==> src/design/wrr_pkg.sv <==
// Shared types, constants and controller encodings for the weighted random router.
`default_nettype none
package wrr_pkg;

    localparam int MAX_RECEIVERS_DEF = 16;

    // Probabilities are unsigned Q1.16, so one is 2^16.
    localparam logic [16:0] Q_ONE      = 17'd65536;
    localparam logic [6:0]  DRAW_SCALE = 7'd100;
    localparam logic [4:0]  DIV_STEPS  = 5'd17;

    typedef enum logic [1:0] {
        OP_ADD    = 2'd0,
        OP_REMOVE = 2'd1,
        OP_ROUTE  = 2'd2,
        OP_NOP    = 2'd3
    } t_op;

    typedef enum logic [1:0] {
        ST_OK    = 2'd0,
        ST_FULL  = 2'd1,
        ST_EMPTY = 2'd2,
        ST_ONE   = 2'd3
    } t_status;

    typedef enum logic [3:0] {
        S_IDLE,
        S_DECODE,
        S_ADD_DIV,
        S_ADD_SETUP,
        S_ADD_MUL,
        S_ADD_WB,
        S_ADD_WRITE,
        S_REM_CHECK,
        S_REM_START,
        S_REM_DIV,
        S_RT_ADD,
        S_RT_CMP,
        S_FINISH
    } t_state;

    typedef struct packed {
        logic [1:0]  operation;
        logic [16:0] link_probability;
        logic        use_even_share;
        logic [6:0]  random_draw;
    } t_in_item;

    typedef struct packed {
        logic [3:0] chosen_index;
        logic       picked;
        logic [4:0] link_count;
        logic [1:0] status;
    } t_out_item;

    // Commands from the controller to the datapath.
    typedef struct packed {
        logic    latch;
        logic    idx_clr;
        logic    idx_inc;
        logic    idx_load_last;
        logic    count_inc;
        logic    count_dec;
        logic    p_from_in;
        logic    p_from_div;
        logic    keep_load;
        logic    prod_load;
        logic    tab_wr_scaled;
        logic    tab_wr_new;
        logic    tab_wr_div;
        logic    rest_load;
        logic    sum_clr;
        logic    sum_add;
        logic    div_start;
        logic    div_even;
        logic    set_status;
        t_status status_code;
        logic    set_pick;
        logic    load_out;
    } t_cmd;

    // Status from the datapath to the controller.
    typedef struct packed {
        t_op  op;
        logic count_zero;
        logic count_full;
        logic prob_even;
        logic idx_last;
        logic rd_one;
        logic div_done;
        logic hit;
        logic out_busy;
    } t_stat;

endpackage
`default_nettype wire

==> src/design/wrr_div.sv <==
// Radix-2 restoring divider producing a Q1.16 quotient saturated at one.
`default_nettype none
module wrr_div (
    input  wire logic        i_clk,
    input  wire logic        i_rst_n,
    input  wire logic        i_start,
    input  wire logic [32:0] i_dividend,
    input  wire logic [16:0] i_divisor,
    output logic             o_done,
    output logic [16:0]      o_quotient
);
    import wrr_pkg::*;

    logic        r_busy;
    logic        r_done;
    logic [4:0]  r_cnt;
    logic [16:0] r_rem;
    logic [16:0] r_low;
    logic [16:0] r_q;
    logic [16:0] r_div;

    logic [17:0] trial;
    logic        geq;
    logic [16:0] n_rem;

    assign trial = {r_rem, r_low[16]};
    assign geq   = trial >= {1'b0, r_div};
    assign n_rem = geq ? 17'(trial - {1'b0, r_div}) : trial[16:0];

    always_ff @(posedge i_clk) begin
        if (!i_rst_n) begin
            r_busy <= 1'b0;
            r_done <= 1'b0;
            r_cnt  <= '0;
        end else begin
            if (i_start) begin
                r_div <= i_divisor;
                // A quotient of 2^17 or more is far above one, so it saturates at once.
                if ({1'b0, i_dividend[32:17]} >= i_divisor) begin
                    r_q    <= Q_ONE;
                    r_done <= 1'b1;
                    r_busy <= 1'b0;
                end else begin
                    r_rem  <= {1'b0, i_dividend[32:17]};
                    r_low  <= i_dividend[16:0];
                    r_q    <= '0;
                    r_cnt  <= DIV_STEPS;
                    r_busy <= 1'b1;
                    r_done <= 1'b0;
                end
            end else if (r_busy) begin
                r_rem  <= n_rem;
                r_low  <= {r_low[15:0], 1'b0};
                r_q    <= {r_q[15:0], geq};
                r_cnt  <= r_cnt - 5'd1;
                r_done <= (r_cnt == 5'd1);
                if (r_cnt == 5'd1) begin
                    r_busy <= 1'b0;
                end
            end else begin
                r_done <= 1'b0;
            end
        end
    end

    assign o_done     = r_done;
    assign o_quotient = (r_q > Q_ONE) ? Q_ONE : r_q;

endmodule
`default_nettype wire

==> src/design/wrr_datapath.sv <==
// Datapath: probability table memory, multiplier, divider, running sum and result register.
`default_nettype none
module wrr_datapath #(
    parameter int MAX_RECEIVERS = wrr_pkg::MAX_RECEIVERS_DEF
) (
    input  wire logic             i_clk,
    input  wire logic             i_rst_n,
    input  wire wrr_pkg::t_in_item i_in_data,
    input  wire wrr_pkg::t_cmd    i_cmd,
    output wrr_pkg::t_stat        o_stat,
    output logic                  o_out_valid,
    input  wire logic             i_out_ready,
    output wrr_pkg::t_out_item    o_out_data
);
    import wrr_pkg::*;

    localparam int IW = (MAX_RECEIVERS > 1) ? $clog2(MAX_RECEIVERS) : 1;
    localparam int CW = $clog2(MAX_RECEIVERS + 1);

    logic [16:0] mem [MAX_RECEIVERS];

    logic [1:0]    r_op;
    logic [16:0]   r_prob;
    logic          r_even;
    logic [6:0]    r_draw;
    logic [CW-1:0] r_count;
    logic [IW-1:0] r_idx;
    logic [IW-1:0] n_idx;
    logic [16:0]   r_rd;
    logic [16:0]   r_p;
    logic [16:0]   r_keep;
    logic [33:0]   r_prod;
    logic [16:0]   r_rest;
    logic [16:0]   r_sum;
    t_status       r_status;
    logic          r_picked;
    logic [3:0]    r_chosen;
    logic          r_out_valid;
    t_out_item     r_out;

    logic          div_done;
    logic [16:0]   div_q;
    logic [32:0]   div_dividend;
    logic [16:0]   div_divisor;

    logic          wr_en;
    logic [IW-1:0] wr_addr;
    logic [16:0]   wr_data;
    logic [16:0]   scaled;
    logic [17:0]   sum_wide;
    logic [16:0]   sum_sat;
    logic [23:0]   draw_scaled;
    logic [23:0]   sum_scaled;

    always_comb begin
        if (i_cmd.idx_clr) begin
            n_idx = '0;
        end else if (i_cmd.idx_load_last) begin
            n_idx = IW'(r_count - CW'(1));
        end else if (i_cmd.idx_inc) begin
            n_idx = r_idx + IW'(1);
        end else begin
            n_idx = r_idx;
        end
    end

    assign scaled   = (r_prod[33:16] > {1'b0, Q_ONE}) ? Q_ONE : r_prod[32:16];
    assign sum_wide = {1'b0, r_sum} + {1'b0, r_rd};
    assign sum_sat  = (sum_wide > {1'b0, Q_ONE}) ? Q_ONE : sum_wide[16:0];

    // The draw is compared in Q.16 against the running sum scaled by the draw range.
    assign draw_scaled = {1'b0, r_draw, 16'd0};
    assign sum_scaled  = 24'(r_sum) * 24'(DRAW_SCALE);

    always_comb begin
        wr_en   = i_cmd.tab_wr_scaled | i_cmd.tab_wr_new | i_cmd.tab_wr_div;
        wr_addr = r_idx;
        wr_data = scaled;
        if (i_cmd.tab_wr_new) begin
            wr_addr = IW'(r_count);
            wr_data = r_p;
        end else if (i_cmd.tab_wr_div) begin
            wr_data = div_q;
        end
    end

    always_ff @(posedge i_clk) begin
        if (wr_en) begin
            mem[wr_addr] <= wr_data;
        end
        r_rd <= mem[n_idx];
    end

    assign div_dividend = i_cmd.div_even ? 33'(Q_ONE) : {r_rd, 16'd0};
    assign div_divisor  = i_cmd.div_even ? (17'(r_count) + 17'd1) : r_rest;

    wrr_div u_div (
        .i_clk      (i_clk),
        .i_rst_n    (i_rst_n),
        .i_start    (i_cmd.div_start),
        .i_dividend (div_dividend),
        .i_divisor  (div_divisor),
        .o_done     (div_done),
        .o_quotient (div_q)
    );

    always_ff @(posedge i_clk) begin
        if (!i_rst_n) begin
            r_count     <= '0;
            r_idx       <= '0;
            r_out_valid <= 1'b0;
        end else begin
            r_idx <= n_idx;
            if (i_cmd.count_inc) begin
                r_count <= r_count + CW'(1);
            end else if (i_cmd.count_dec) begin
                r_count <= r_count - CW'(1);
            end
            if (i_cmd.load_out) begin
                r_out_valid <= 1'b1;
            end else if (i_out_ready) begin
                r_out_valid <= 1'b0;
            end
        end
    end

    always_ff @(posedge i_clk) begin
        if (i_cmd.latch) begin
            r_op     <= i_in_data.operation;
            r_prob   <= i_in_data.link_probability;
            r_even   <= i_in_data.use_even_share;
            r_draw   <= i_in_data.random_draw;
            r_status <= ST_OK;
            r_picked <= 1'b0;
            r_chosen <= '0;
        end else begin
            if (i_cmd.set_status) begin
                r_status <= i_cmd.status_code;
            end
            if (i_cmd.set_pick) begin
                r_picked <= 1'b1;
                r_chosen <= 4'(r_idx);
            end
        end
        if (i_cmd.p_from_in) begin
            r_p <= r_prob;
        end else if (i_cmd.p_from_div) begin
            r_p <= div_q;
        end
        if (i_cmd.keep_load) begin
            r_keep <= Q_ONE - r_p;
        end
        if (i_cmd.prod_load) begin
            r_prod <= r_rd * r_keep;
        end
        if (i_cmd.rest_load) begin
            r_rest <= Q_ONE - r_rd;
        end
        if (i_cmd.sum_clr) begin
            r_sum <= '0;
        end else if (i_cmd.sum_add) begin
            r_sum <= sum_sat;
        end
        if (i_cmd.load_out) begin
            r_out.chosen_index <= r_chosen;
            r_out.picked       <= r_picked;
            r_out.link_count   <= 5'(r_count);
            r_out.status       <= r_status;
        end
    end

    always_comb begin
        o_stat.op         = t_op'(r_op);
        o_stat.count_zero = (r_count == '0);
        o_stat.count_full = (r_count == CW'(MAX_RECEIVERS));
        o_stat.prob_even  = r_even || (r_prob > Q_ONE);
        o_stat.idx_last   = ((CW'(r_idx) + CW'(1)) == r_count);
        o_stat.rd_one     = (r_rd >= Q_ONE);
        o_stat.div_done   = div_done;
        o_stat.hit        = (draw_scaled <= sum_scaled);
        o_stat.out_busy   = r_out_valid && !i_out_ready;
    end

    assign o_out_valid = r_out_valid;
    assign o_out_data  = r_out;

endmodule
`default_nettype wire

==> src/design/wrr_ctrl.sv <==
// Controller state machine sequencing add, remove and route over the datapath.
`default_nettype none
module wrr_ctrl (
    input  wire logic          i_clk,
    input  wire logic          i_rst_n,
    input  wire logic          i_in_valid,
    output logic               o_in_ready,
    input  wire wrr_pkg::t_stat i_stat,
    output wrr_pkg::t_cmd      o_cmd
);
    import wrr_pkg::*;

    t_state r_state;
    t_state n_state;

    always_ff @(posedge i_clk) begin
        if (!i_rst_n) begin
            r_state <= S_IDLE;
        end else begin
            r_state <= n_state;
        end
    end

    always_comb begin
        n_state           = r_state;
        o_cmd             = '0;
        o_cmd.status_code = ST_OK;
        o_in_ready        = (r_state == S_IDLE);
        unique case (r_state)
            S_IDLE: begin
                if (i_in_valid) begin
                    o_cmd.latch = 1'b1;
                    n_state     = S_DECODE;
                end
            end
            S_DECODE: begin
                unique case (i_stat.op)
                    OP_ADD: begin
                        if (i_stat.count_full) begin
                            o_cmd.set_status  = 1'b1;
                            o_cmd.status_code = ST_FULL;
                            n_state           = S_FINISH;
                        end else if (i_stat.prob_even) begin
                            o_cmd.div_start = 1'b1;
                            o_cmd.div_even  = 1'b1;
                            n_state         = S_ADD_DIV;
                        end else begin
                            o_cmd.p_from_in = 1'b1;
                            n_state         = S_ADD_SETUP;
                        end
                    end
                    OP_REMOVE: begin
                        if (i_stat.count_zero) begin
                            o_cmd.set_status  = 1'b1;
                            o_cmd.status_code = ST_EMPTY;
                            n_state           = S_FINISH;
                        end else begin
                            o_cmd.count_dec     = 1'b1;
                            o_cmd.idx_load_last = 1'b1;
                            n_state             = S_REM_CHECK;
                        end
                    end
                    OP_ROUTE: begin
                        if (i_stat.count_zero) begin
                            o_cmd.set_status  = 1'b1;
                            o_cmd.status_code = ST_EMPTY;
                            n_state           = S_FINISH;
                        end else begin
                            o_cmd.idx_clr = 1'b1;
                            o_cmd.sum_clr = 1'b1;
                            n_state       = S_RT_ADD;
                        end
                    end
                    OP_NOP: begin
                        n_state = S_FINISH;
                    end
                    default: begin
                        n_state = S_FINISH;
                    end
                endcase
            end
            S_ADD_DIV: begin
                if (i_stat.div_done) begin
                    o_cmd.p_from_div = 1'b1;
                    n_state          = S_ADD_SETUP;
                end
            end
            S_ADD_SETUP: begin
                o_cmd.keep_load = 1'b1;
                o_cmd.idx_clr   = 1'b1;
                n_state         = i_stat.count_zero ? S_ADD_WRITE : S_ADD_MUL;
            end
            S_ADD_MUL: begin
                o_cmd.prod_load = 1'b1;
                n_state         = S_ADD_WB;
            end
            S_ADD_WB: begin
                o_cmd.tab_wr_scaled = 1'b1;
                if (i_stat.idx_last) begin
                    n_state = S_ADD_WRITE;
                end else begin
                    o_cmd.idx_inc = 1'b1;
                    n_state       = S_ADD_MUL;
                end
            end
            S_ADD_WRITE: begin
                o_cmd.tab_wr_new = 1'b1;
                o_cmd.count_inc  = 1'b1;
                n_state          = S_FINISH;
            end
            S_REM_CHECK: begin
                // A removed share of one leaves nothing to renormalize by.
                if (i_stat.rd_one) begin
                    o_cmd.set_status  = 1'b1;
                    o_cmd.status_code = ST_ONE;
                    n_state           = S_FINISH;
                end else begin
                    o_cmd.rest_load = 1'b1;
                    if (i_stat.count_zero) begin
                        n_state = S_FINISH;
                    end else begin
                        o_cmd.idx_clr = 1'b1;
                        n_state       = S_REM_START;
                    end
                end
            end
            S_REM_START: begin
                o_cmd.div_start = 1'b1;
                n_state         = S_REM_DIV;
            end
            S_REM_DIV: begin
                if (i_stat.div_done) begin
                    o_cmd.tab_wr_div = 1'b1;
                    if (i_stat.idx_last) begin
                        n_state = S_FINISH;
                    end else begin
                        o_cmd.idx_inc = 1'b1;
                        n_state       = S_REM_START;
                    end
                end
            end
            S_RT_ADD: begin
                o_cmd.sum_add = 1'b1;
                n_state       = S_RT_CMP;
            end
            S_RT_CMP: begin
                if (i_stat.hit) begin
                    o_cmd.set_pick = 1'b1;
                    n_state        = S_FINISH;
                end else if (i_stat.idx_last) begin
                    n_state = S_FINISH;
                end else begin
                    o_cmd.idx_inc = 1'b1;
                    n_state       = S_RT_ADD;
                end
            end
            S_FINISH: begin
                if (!i_stat.out_busy) begin
                    o_cmd.load_out = 1'b1;
                    n_state        = S_IDLE;
                end
            end
            default: begin
                n_state = S_IDLE;
            end
        endcase
    end

endmodule
`default_nettype wire

==> src/design/weighted_random_router_core.sv <==
// Top level of the weighted random router: controller plus datapath.
//
// Roulette-wheel router over a table of up to MAX_RECEIVERS Q1.16 probabilities.
// One transaction is taken at a time and gives exactly one result transaction.
// With N receivers in the table, a route walks the entries in order until the
// draw falls within the running sum or the last entry is done; an add rescales
// the N entries, first computing the even share in the divider when that share
// is used; a remove sends each remaining entry through the one-bit-per-cycle
// divider, which sets the cost of that operation. Table reads go through one
// registered memory port. The result register lets the next transaction start
// while an earlier result still waits downstream. The table needs no clearing
// after reset: only entries below the receiver count are ever read.
`default_nettype none
module weighted_random_router_core #(
    parameter int MAX_RECEIVERS = wrr_pkg::MAX_RECEIVERS_DEF
) (
    input  wire logic              i_clk,
    input  wire logic              i_rst_n,
    input  wire logic              i_in_valid,
    output logic                   o_in_ready,
    input  wire wrr_pkg::t_in_item i_in_data,
    output logic                   o_out_valid,
    input  wire logic              i_out_ready,
    output wrr_pkg::t_out_item     o_out_data
);
    import wrr_pkg::*;

    t_cmd  cmd;
    t_stat stat;

    wrr_ctrl u_ctrl (
        .i_clk      (i_clk),
        .i_rst_n    (i_rst_n),
        .i_in_valid (i_in_valid),
        .o_in_ready (o_in_ready),
        .i_stat     (stat),
        .o_cmd      (cmd)
    );

    wrr_datapath #(
        .MAX_RECEIVERS (MAX_RECEIVERS)
    ) u_datapath (
        .i_clk       (i_clk),
        .i_rst_n     (i_rst_n),
        .i_in_data   (i_in_data),
        .i_cmd       (cmd),
        .o_stat      (stat),
        .o_out_valid (o_out_valid),
        .i_out_ready (i_out_ready),
        .o_out_data  (o_out_data)
    );

endmodule
`default_nettype wire

==> config.mk <==
export PLATFORM = sky130hd
export DESIGN_NAME = weighted_random_router_core
export DESIGN_NICKNAME = d
export VERILOG_FILES = /design/src/design/wrr_pkg.sv /design/src/design/wrr_div.sv /design/src/design/wrr_datapath.sv /design/src/design/wrr_ctrl.sv /design/src/design/weighted_random_router_core.sv
export SDC_FILE = /design/constraint.sdc
export NUM_CORES = 2
export LEC_CHECK = 0
export BUFFER_PORTS_ARGS = -buffer_cell sky130_fd_sc_hd__buf_2
export CELL_PAD_IN_SITES_DETAIL_PLACEMENT = 1
export CELL_PAD_IN_SITES_GLOBAL_PLACEMENT = 2
export CORE_MARGIN = 2
export CORE_UTILIZATION = 45
export DETAILED_ROUTE_END_ITERATION = 10
export GPL_TIMING_DRIVEN = 0
export PLACE_DENSITY_LB_ADDON = 0.1
export SKIP_LAST_GASP = 1
export SYNTH_ARGS = -nofsm -noshare
export SYNTH_HDL_FRONTEND = slang
export SYNTH_SLANG_ARGS = --single-unit
export TNS_END_PERCENT = 100
==> constraint.sdc <==
create_clock -name i_clk -period 21.8 [get_ports i_clk]
set_input_delay 2.18 -clock i_clk [delete_from_list [all_inputs] [get_ports i_clk]]
set_output_delay 2.18 -clock i_clk [all_outputs]
set_load 0.1 [all_outputs]
After elaboration in Yosys (flattened, before gate mapping)
Memory sizes are Yosys's and may differ from the RTL's. A register that Yosys moved wholly into a read port is not among the register bits. Index checks and enable logic that the tools add are counted.

Bits in writable memories: 272. Input port bits: 31. Bits in read-only memories: 0. Latch bits: 0. Memories kept: 1. Logic and storage cells: 186. Register bits after elaboration: 237.

Order comparisons: 8. Bitwise logic cells: 2. Equal/unequal tests: 23. Add/sub/neg operators: 10. Reduce and logical (&&, ||, !) cells: 16. Muxes and demuxes: 97. $mul: 2. Shift-type cells: 0. Divide/modulo/power cells: 0.

Memory list: u_datapath.mem (depth 16, width 17, rd ports 1, clocked after Yosys merged registers in 1, wr ports 1, RTL line wrr_datapath.sv:20) `logic [16:0] mem [MAX_RECEIVERS];`.

Operator list (count): $mux W17 (18); $pmux W4 S13 (1); $mux W1 (41); $mux W4 (10); $gt A18 B17 Y1 const B (2); $gt A17 B17 Y1 const B (2); $mul A17 B17 Y34 (1); $sub A17 B17 Y17 const A (2); $mux W33 (1); $mux W3 (9); $mux W5 (5); $le A23 B24 Y1 (1); $mul A17 B5 Y22 const B (1); $eq A4 B4 Y1 const B (5); $add A17 B17 Y18 (1); $ge A18 B17 Y1 (1); $ge A16 B17 Y1 (1); $ge A17 B17 Y1 const B (1); $sub A17 B17 Y17 (1); $eq A4 B3 Y1 const B (4); $pmux W4 S4 (1); $mux W2 (6); $pmux W3 S2 (2); $sub A5 B1 Y5 const B (2); other kinds (27) (39).

Longest topological paths before layout
Depth in word-level cells: 10. Gate-level depth with buffers: 33.

Cells and area by module
From an unflattened synthesis, not the netlist that was laid out.

Cell total of the unflattened synthesis: 3184. Area, all modules: 34443.0 um^2.

Modules (own cells, without submodules): wrr_datapath (area an instance 29024.1 um^2, sequential area each 12431.9 um^2, cells each 2636, instances 1); wrr_div (area an instance 4670.7 um^2, sequential area each 2182.1 um^2, cells each 439, instances 1); wrr_ctrl (area an instance 748.2 um^2, sequential area each 80.1 um^2, cells each 109, instances 1).

Least setup slack after synthesis
Ideal clock, no wire load.

Path type: register to register. Start: register u_datapath.r_rd[5] (read register of u_datapath.mem). End: register u_datapath.r_prod[33] (data pin). Slack: 14.906 ns. Clock period less this slack: 6.894 ns. Arrival time: 6.634 ns. Data required time: 21.540 ns. Setup time: 0.260 ns. Stages on the path, launching flop included: 28. Cell sequence: dfxtp_1 -> clkbuf_1 -> clkbuf_1 -> nand2_1 -> fa_1 -> inv_1 -> fa_1 -> inv_1 -> fa_1 -> inv_1 -> fa_1 -> inv_1 -> fa_1 -> inv_1 -> fa_1 -> ha_1 -> and3_1 -> a221oi_1 -> nor2_1 -> a211oi_1 -> o21ai_0 -> o21ai_0 -> o2111a_1 -> a21oi_1 -> o21a_1 -> o21a_1 -> nor2_1 -> xnor2_1.

Longest elaborated chain between the ends: 1.

RTL lines: from (decl) (RTL line wrr_datapath.sv:29) `logic [16:0] r_rd;`; $mul A17 B17 Y34 (RTL line wrr_datapath.sv:154) `r_prod <= r_rd * r_keep;`; to (signal assigned) (RTL line wrr_datapath.sv:154); to (decl) (RTL line wrr_datapath.sv:32) `logic [33:0] r_prod;`.

No other way between the ends. A chain may end at the register's enable or synchronous reset.

Final worst setup path
Same ends and word-level chain as after synthesis.

==> metrics.md <==
| Metric | Value |
|---|---|
| Slew margin rel. | 3.81% |
| Ys flop type | edfxtp_1 |
| Post-Syn Area per Cell | 10.7 um^2 |
| TritonCTS clock tree | yes |
| Syn Inst Count | 3063 |
| CTS sink count | 494 |
| Grt total ovfl | 0 |
| CP arrival | 9.32 ns |
| Final Cycle Share | 41.3% |
| First-pass GRT wire length | 155000 um |
| FMAX | 0.111 GHz |
| Synth area leader | edfxtp_1 |
| Cell variety after synth | 71 |
| Gpl congestion | 0.900 |
| EDFF count, synth | 432 |
| Worst Path Buf+Inv | 7 |
| CTS Hold Buffers Added | 0 |
| Util after Layout | 50.3% |
| Synth top area share | 39.5% |
| Gates resized, CTS repair | 0 |
| CP most frequent cell | fa_1 |
| Synthesized flop and latch total | 494 |
| Crit path kind | flop to flop |
| Vias in the first global route | 25664 |
| Num CTS Buffers | 54 |
| GRT busiest layer | met2 |
| Post-Route WL | 100000 um |
| Setup-failing EPs final | 0 |
| Crit-path max cell delay | 0.64 ns |
| H-tree depth | 2 |
| Setup crit end kind | flop |
| I/O pins | 45 |
| Area grow syn2layout | 11.1% |
| Crit start category | flop |
| Most area-consuming cells after synthesis | edfxtp_1, fa_1, ha_1 |
| Place WS | 12.79 ns |
| Via count | 23671 |
| Setup WS post-layout | 12.80 ns |
| Total track usage | 27.3% |
| Worst Tran Pin Value | 1.44 ns |
| Number of core rows | 99 |
| Initial antenna violation count | 3 |
| Fillers | 7848 |
| Pre-antenna DRT Iters | 5 |
| Worst hold slack | 0.432 ns |
| Initial Utilization | 45.3% |
| Fraction of registers with async set/reset | 0% |
| Hold path cells | 0 |
| M2 GR Usage | 44.9% |
| M1 GR Usage | 38.7% |
| Worst R2R Path Depth | 27 |
| CP Max Fanout | 10 |
| Levels on crit path | 27 |
| CTS Root Cell | clkbuf_16 |
| Setup tns final | 0 ns |
| # port buffers | 44 |
| Outcome | completed |
| Final HPWL DP | 78400 um |
| M3 GR Usage | 3.33% |
| DR DRC count | 0 |
| Die width | 274 um |
| Fin crit period | 9.00 ns |
| NumNets Final | 3686 |
| Synth warn | 0 |
| Worst Hold Class | flop to flop |
| Routed Antenna Nets | 0 |
| Cell area after synthesis | 0.0329 mm^2 |
| RSZ-0062 raised after global routing | no |
| Core region area | 0.0726 mm^2 |
| # Post-CTS Setup Buffers | 0 |
| Slowest-stage cell, CP | a221oi_1 |
| Max Root-Sink Buffers | 3 |
| Final hold viol count | 0 |
| Max-slew violations | 0 |
| Worst-Skew Late Latency | 0.65 ns |
| Vias per inst | 5.65 |
| Worst-path clk slew | 0.06 ns |
| Sequential share of the synthesized area | 43.3% |
| DIE AREA | 0.0752 mm^2 |
| Crit-path leading delay family | adder cells |
| Max-cap viol count | 0 |
| Die H | 274 um |
| Drt initial violations | 1659 |
| Worst clock skew | 0.0779 ns |
| Largest net degree at the start of global routing | 28 |
| Layout cells sized above 1 | 6.88% |
| Worst Path Required | 22.12 ns |
| Routed len/inst | 24.0 um |
| Syn nets | 3562 |
==> layout by cell type (no fill, tap or decap), drive strengths merged, types with 6 or more instances in the layout <==
cell | Yosys | final
buf | 42 | 110
a22o | 11 | 11
inv | 370 | 372
o21ai | 77 | 77
a32oi | 35 | 35
clkinvlp | 0 | 6
a21boi | 11 | 11
ha | 232 | 232
o22ai | 17 | 17
nor2b | 18 | 18
xnor2 | 65 | 65
and3 | 28 | 28
mux2i | 23 | 23
nand3 | 33 | 33
a211oi | 13 | 13
nand4 | 15 | 15
edfxtp | 432 | 432
a21oi | 137 | 137
o31ai | 6 | 6
or4 | 7 | 7
nand2 | 441 | 441
nor2 | 147 | 147
a32o | 33 | 33
clkinv | 0 | 17
a21o | 24 | 24
a31oi | 12 | 12
or3 | 13 | 13
o21a | 22 | 22
dfxtp | 62 | 62
xor2 | 30 | 30
clkbuf | 106 | 175
a221oi | 19 | 19
nand2b | 17 | 17
a221o | 17 | 17
fa | 236 | 236
nor3 | 42 | 42
nor4 | 24 | 24
and2 | 184 | 184
==> worst paths after layout <==
| path | startpoint | end | slack [ns] |
|---|---|---|---|
| max | u_datapath.r_rd[5] | u_datapath.r_prod[33] | 12.80 |
| min | u_datapath.r_chosen[0] | u_datapath.o_out_data[8] | 0.43 |
| max reg2reg | u_datapath.r_rd[5] | u_datapath.r_prod[33] | 12.80 |
| min reg2reg | u_datapath.r_chosen[0] | u_datapath.o_out_data[8] | 0.43 |
==> per-stage QoR <==
stage | std cells | cell area (um^2)
floorplan | 3063 | 32900
global placement | 4066 | 34300
detailed placement | 4090 | 34700
CTS | 4187 | 36500
global route | 4187 | 36500
finish | 4189 | 36500
==> cell type report <==
class                      instances  area [um^2]  area share [%]
antenna                            2         5.00          0.0137
inverter                         370         1390            3.81
clock inverter                    28          298           0.816
tap                              959         1200            3.29
sequential                       494        14200            38.9
buffer                           148          622            1.70
timing repair buffer              68          593            1.63
clock buffer                      69         1470            4.03
multi-input combinational       2051        16700            45.8
==> kinds of logic (layout without fill, tap and decap cells) <==
| kind of cell | after synthesis | after routing | share of synthesized area, % |
|---|---|---|---|
| other | 0 | 2 | 0 |
| buffers and inverters | 518 | 683 | 6.12 |
| XOR/XNOR | 95 | 95 | 2.53 |
| AO/OA/AOI/OAI | 476 | 476 | 9.94 |
| multiplexers | 25 | 25 | 0.769 |
| flip-flops | 494 | 494 | 43.3 |
| AND/OR/NAND/NOR | 987 | 987 | 14.2 |
| adder cells (fa/ha/maj) | 468 | 468 | 23.2 |
==> worst reg2reg max path, stage by stage (launching register included) <==
cell      delay (ns)
dfxtp_1         0.49
clkbuf_1        0.63
clkbuf_1        0.53
nand2_1         0.14
fa_1            0.51
inv_1           0.05
fa_1            0.50
inv_1           0.06
fa_1            0.54
inv_1           0.07
fa_1            0.49
inv_1           0.06
fa_1            0.52
inv_1           0.05
fa_1            0.51
ha_1            0.34
and3_1          0.19
a221oi_1        0.64
nor2_1          0.12
a211oi_1        0.24
o21ai_0         0.30
o21ai_0         0.59
o2111a_1        0.40
a21oi_1         0.14
o21a_1          0.22
o21a_1          0.18
nor2_1          0.11
xnor2_1         0.09
==> Yosys cell counts (18+ instances only) <==
| library cell | n |
|---|---|
| nor2b_1 | 18 |
| nor3_1 | 42 |
| ha_1 | 232 |
| dfxtp_1 | 62 |
| a21o_1 | 24 |
| a21oi_1 | 137 |
| a221oi_1 | 19 |
| clkbuf_1 | 105 |
| inv_1 | 370 |
| nor2_1 | 147 |
| a32o_1 | 33 |
| and2_1 | 184 |
| o21ai_0 | 76 |
| xor2_1 | 30 |
| and3_1 | 28 |
| fa_1 | 236 |
| nand2_1 | 441 |
| xnor2_1 | 65 |
| a32oi_1 | 34 |
| mux2i_1 | 23 |
| edfxtp_1 | 432 |
| buf_2 | 30 |
| nor4_1 | 24 |
| o21a_1 | 22 |
| nand3_1 | 33 |
==> registers in the layout (all words and copies together) (netlist names), 2 cells and up <==
| signal | flops |
|---|---|
| u_datapath.o_out_data | 12 |
| u_datapath.r_keep | 17 |
| u_datapath.r_prod | 18 |
| u_datapath.r_idx | 4 |
| u_datapath.mem | 272 |
| u_datapath.u_div.r_q | 17 |
| u_datapath.r_op | 2 |
| u_datapath.r_p | 17 |
| u_datapath.u_div.r_cnt | 5 |
| u_datapath.r_count | 5 |
| u_datapath.r_prob | 17 |
| u_datapath.r_draw | 7 |
| u_datapath.r_rest | 17 |
| u_datapath.r_chosen | 4 |
| u_datapath.r_rd | 17 |
| u_ctrl.r_state | 4 |
| u_datapath.u_div.r_rem | 17 |
| u_datapath.r_status | 2 |
| u_datapath.u_div.r_div | 17 |
| u_datapath.r_sum | 17 |
==> per-layer routing <==
| layer | routed length [um] | vias up |
|---|---|---|
| met3 | 5070 | 139 |
| met2 | 47100 | 608 |
| met1 | 45900 | 12185 |
| li1 | - | 10739 |
| met4 | 2270 | 0 |
| met5 | 0 | - |
Power is left out: the tool's default activity adds up to more than one toggle a clock period on the data nets, which glitch-free logic cannot reach.
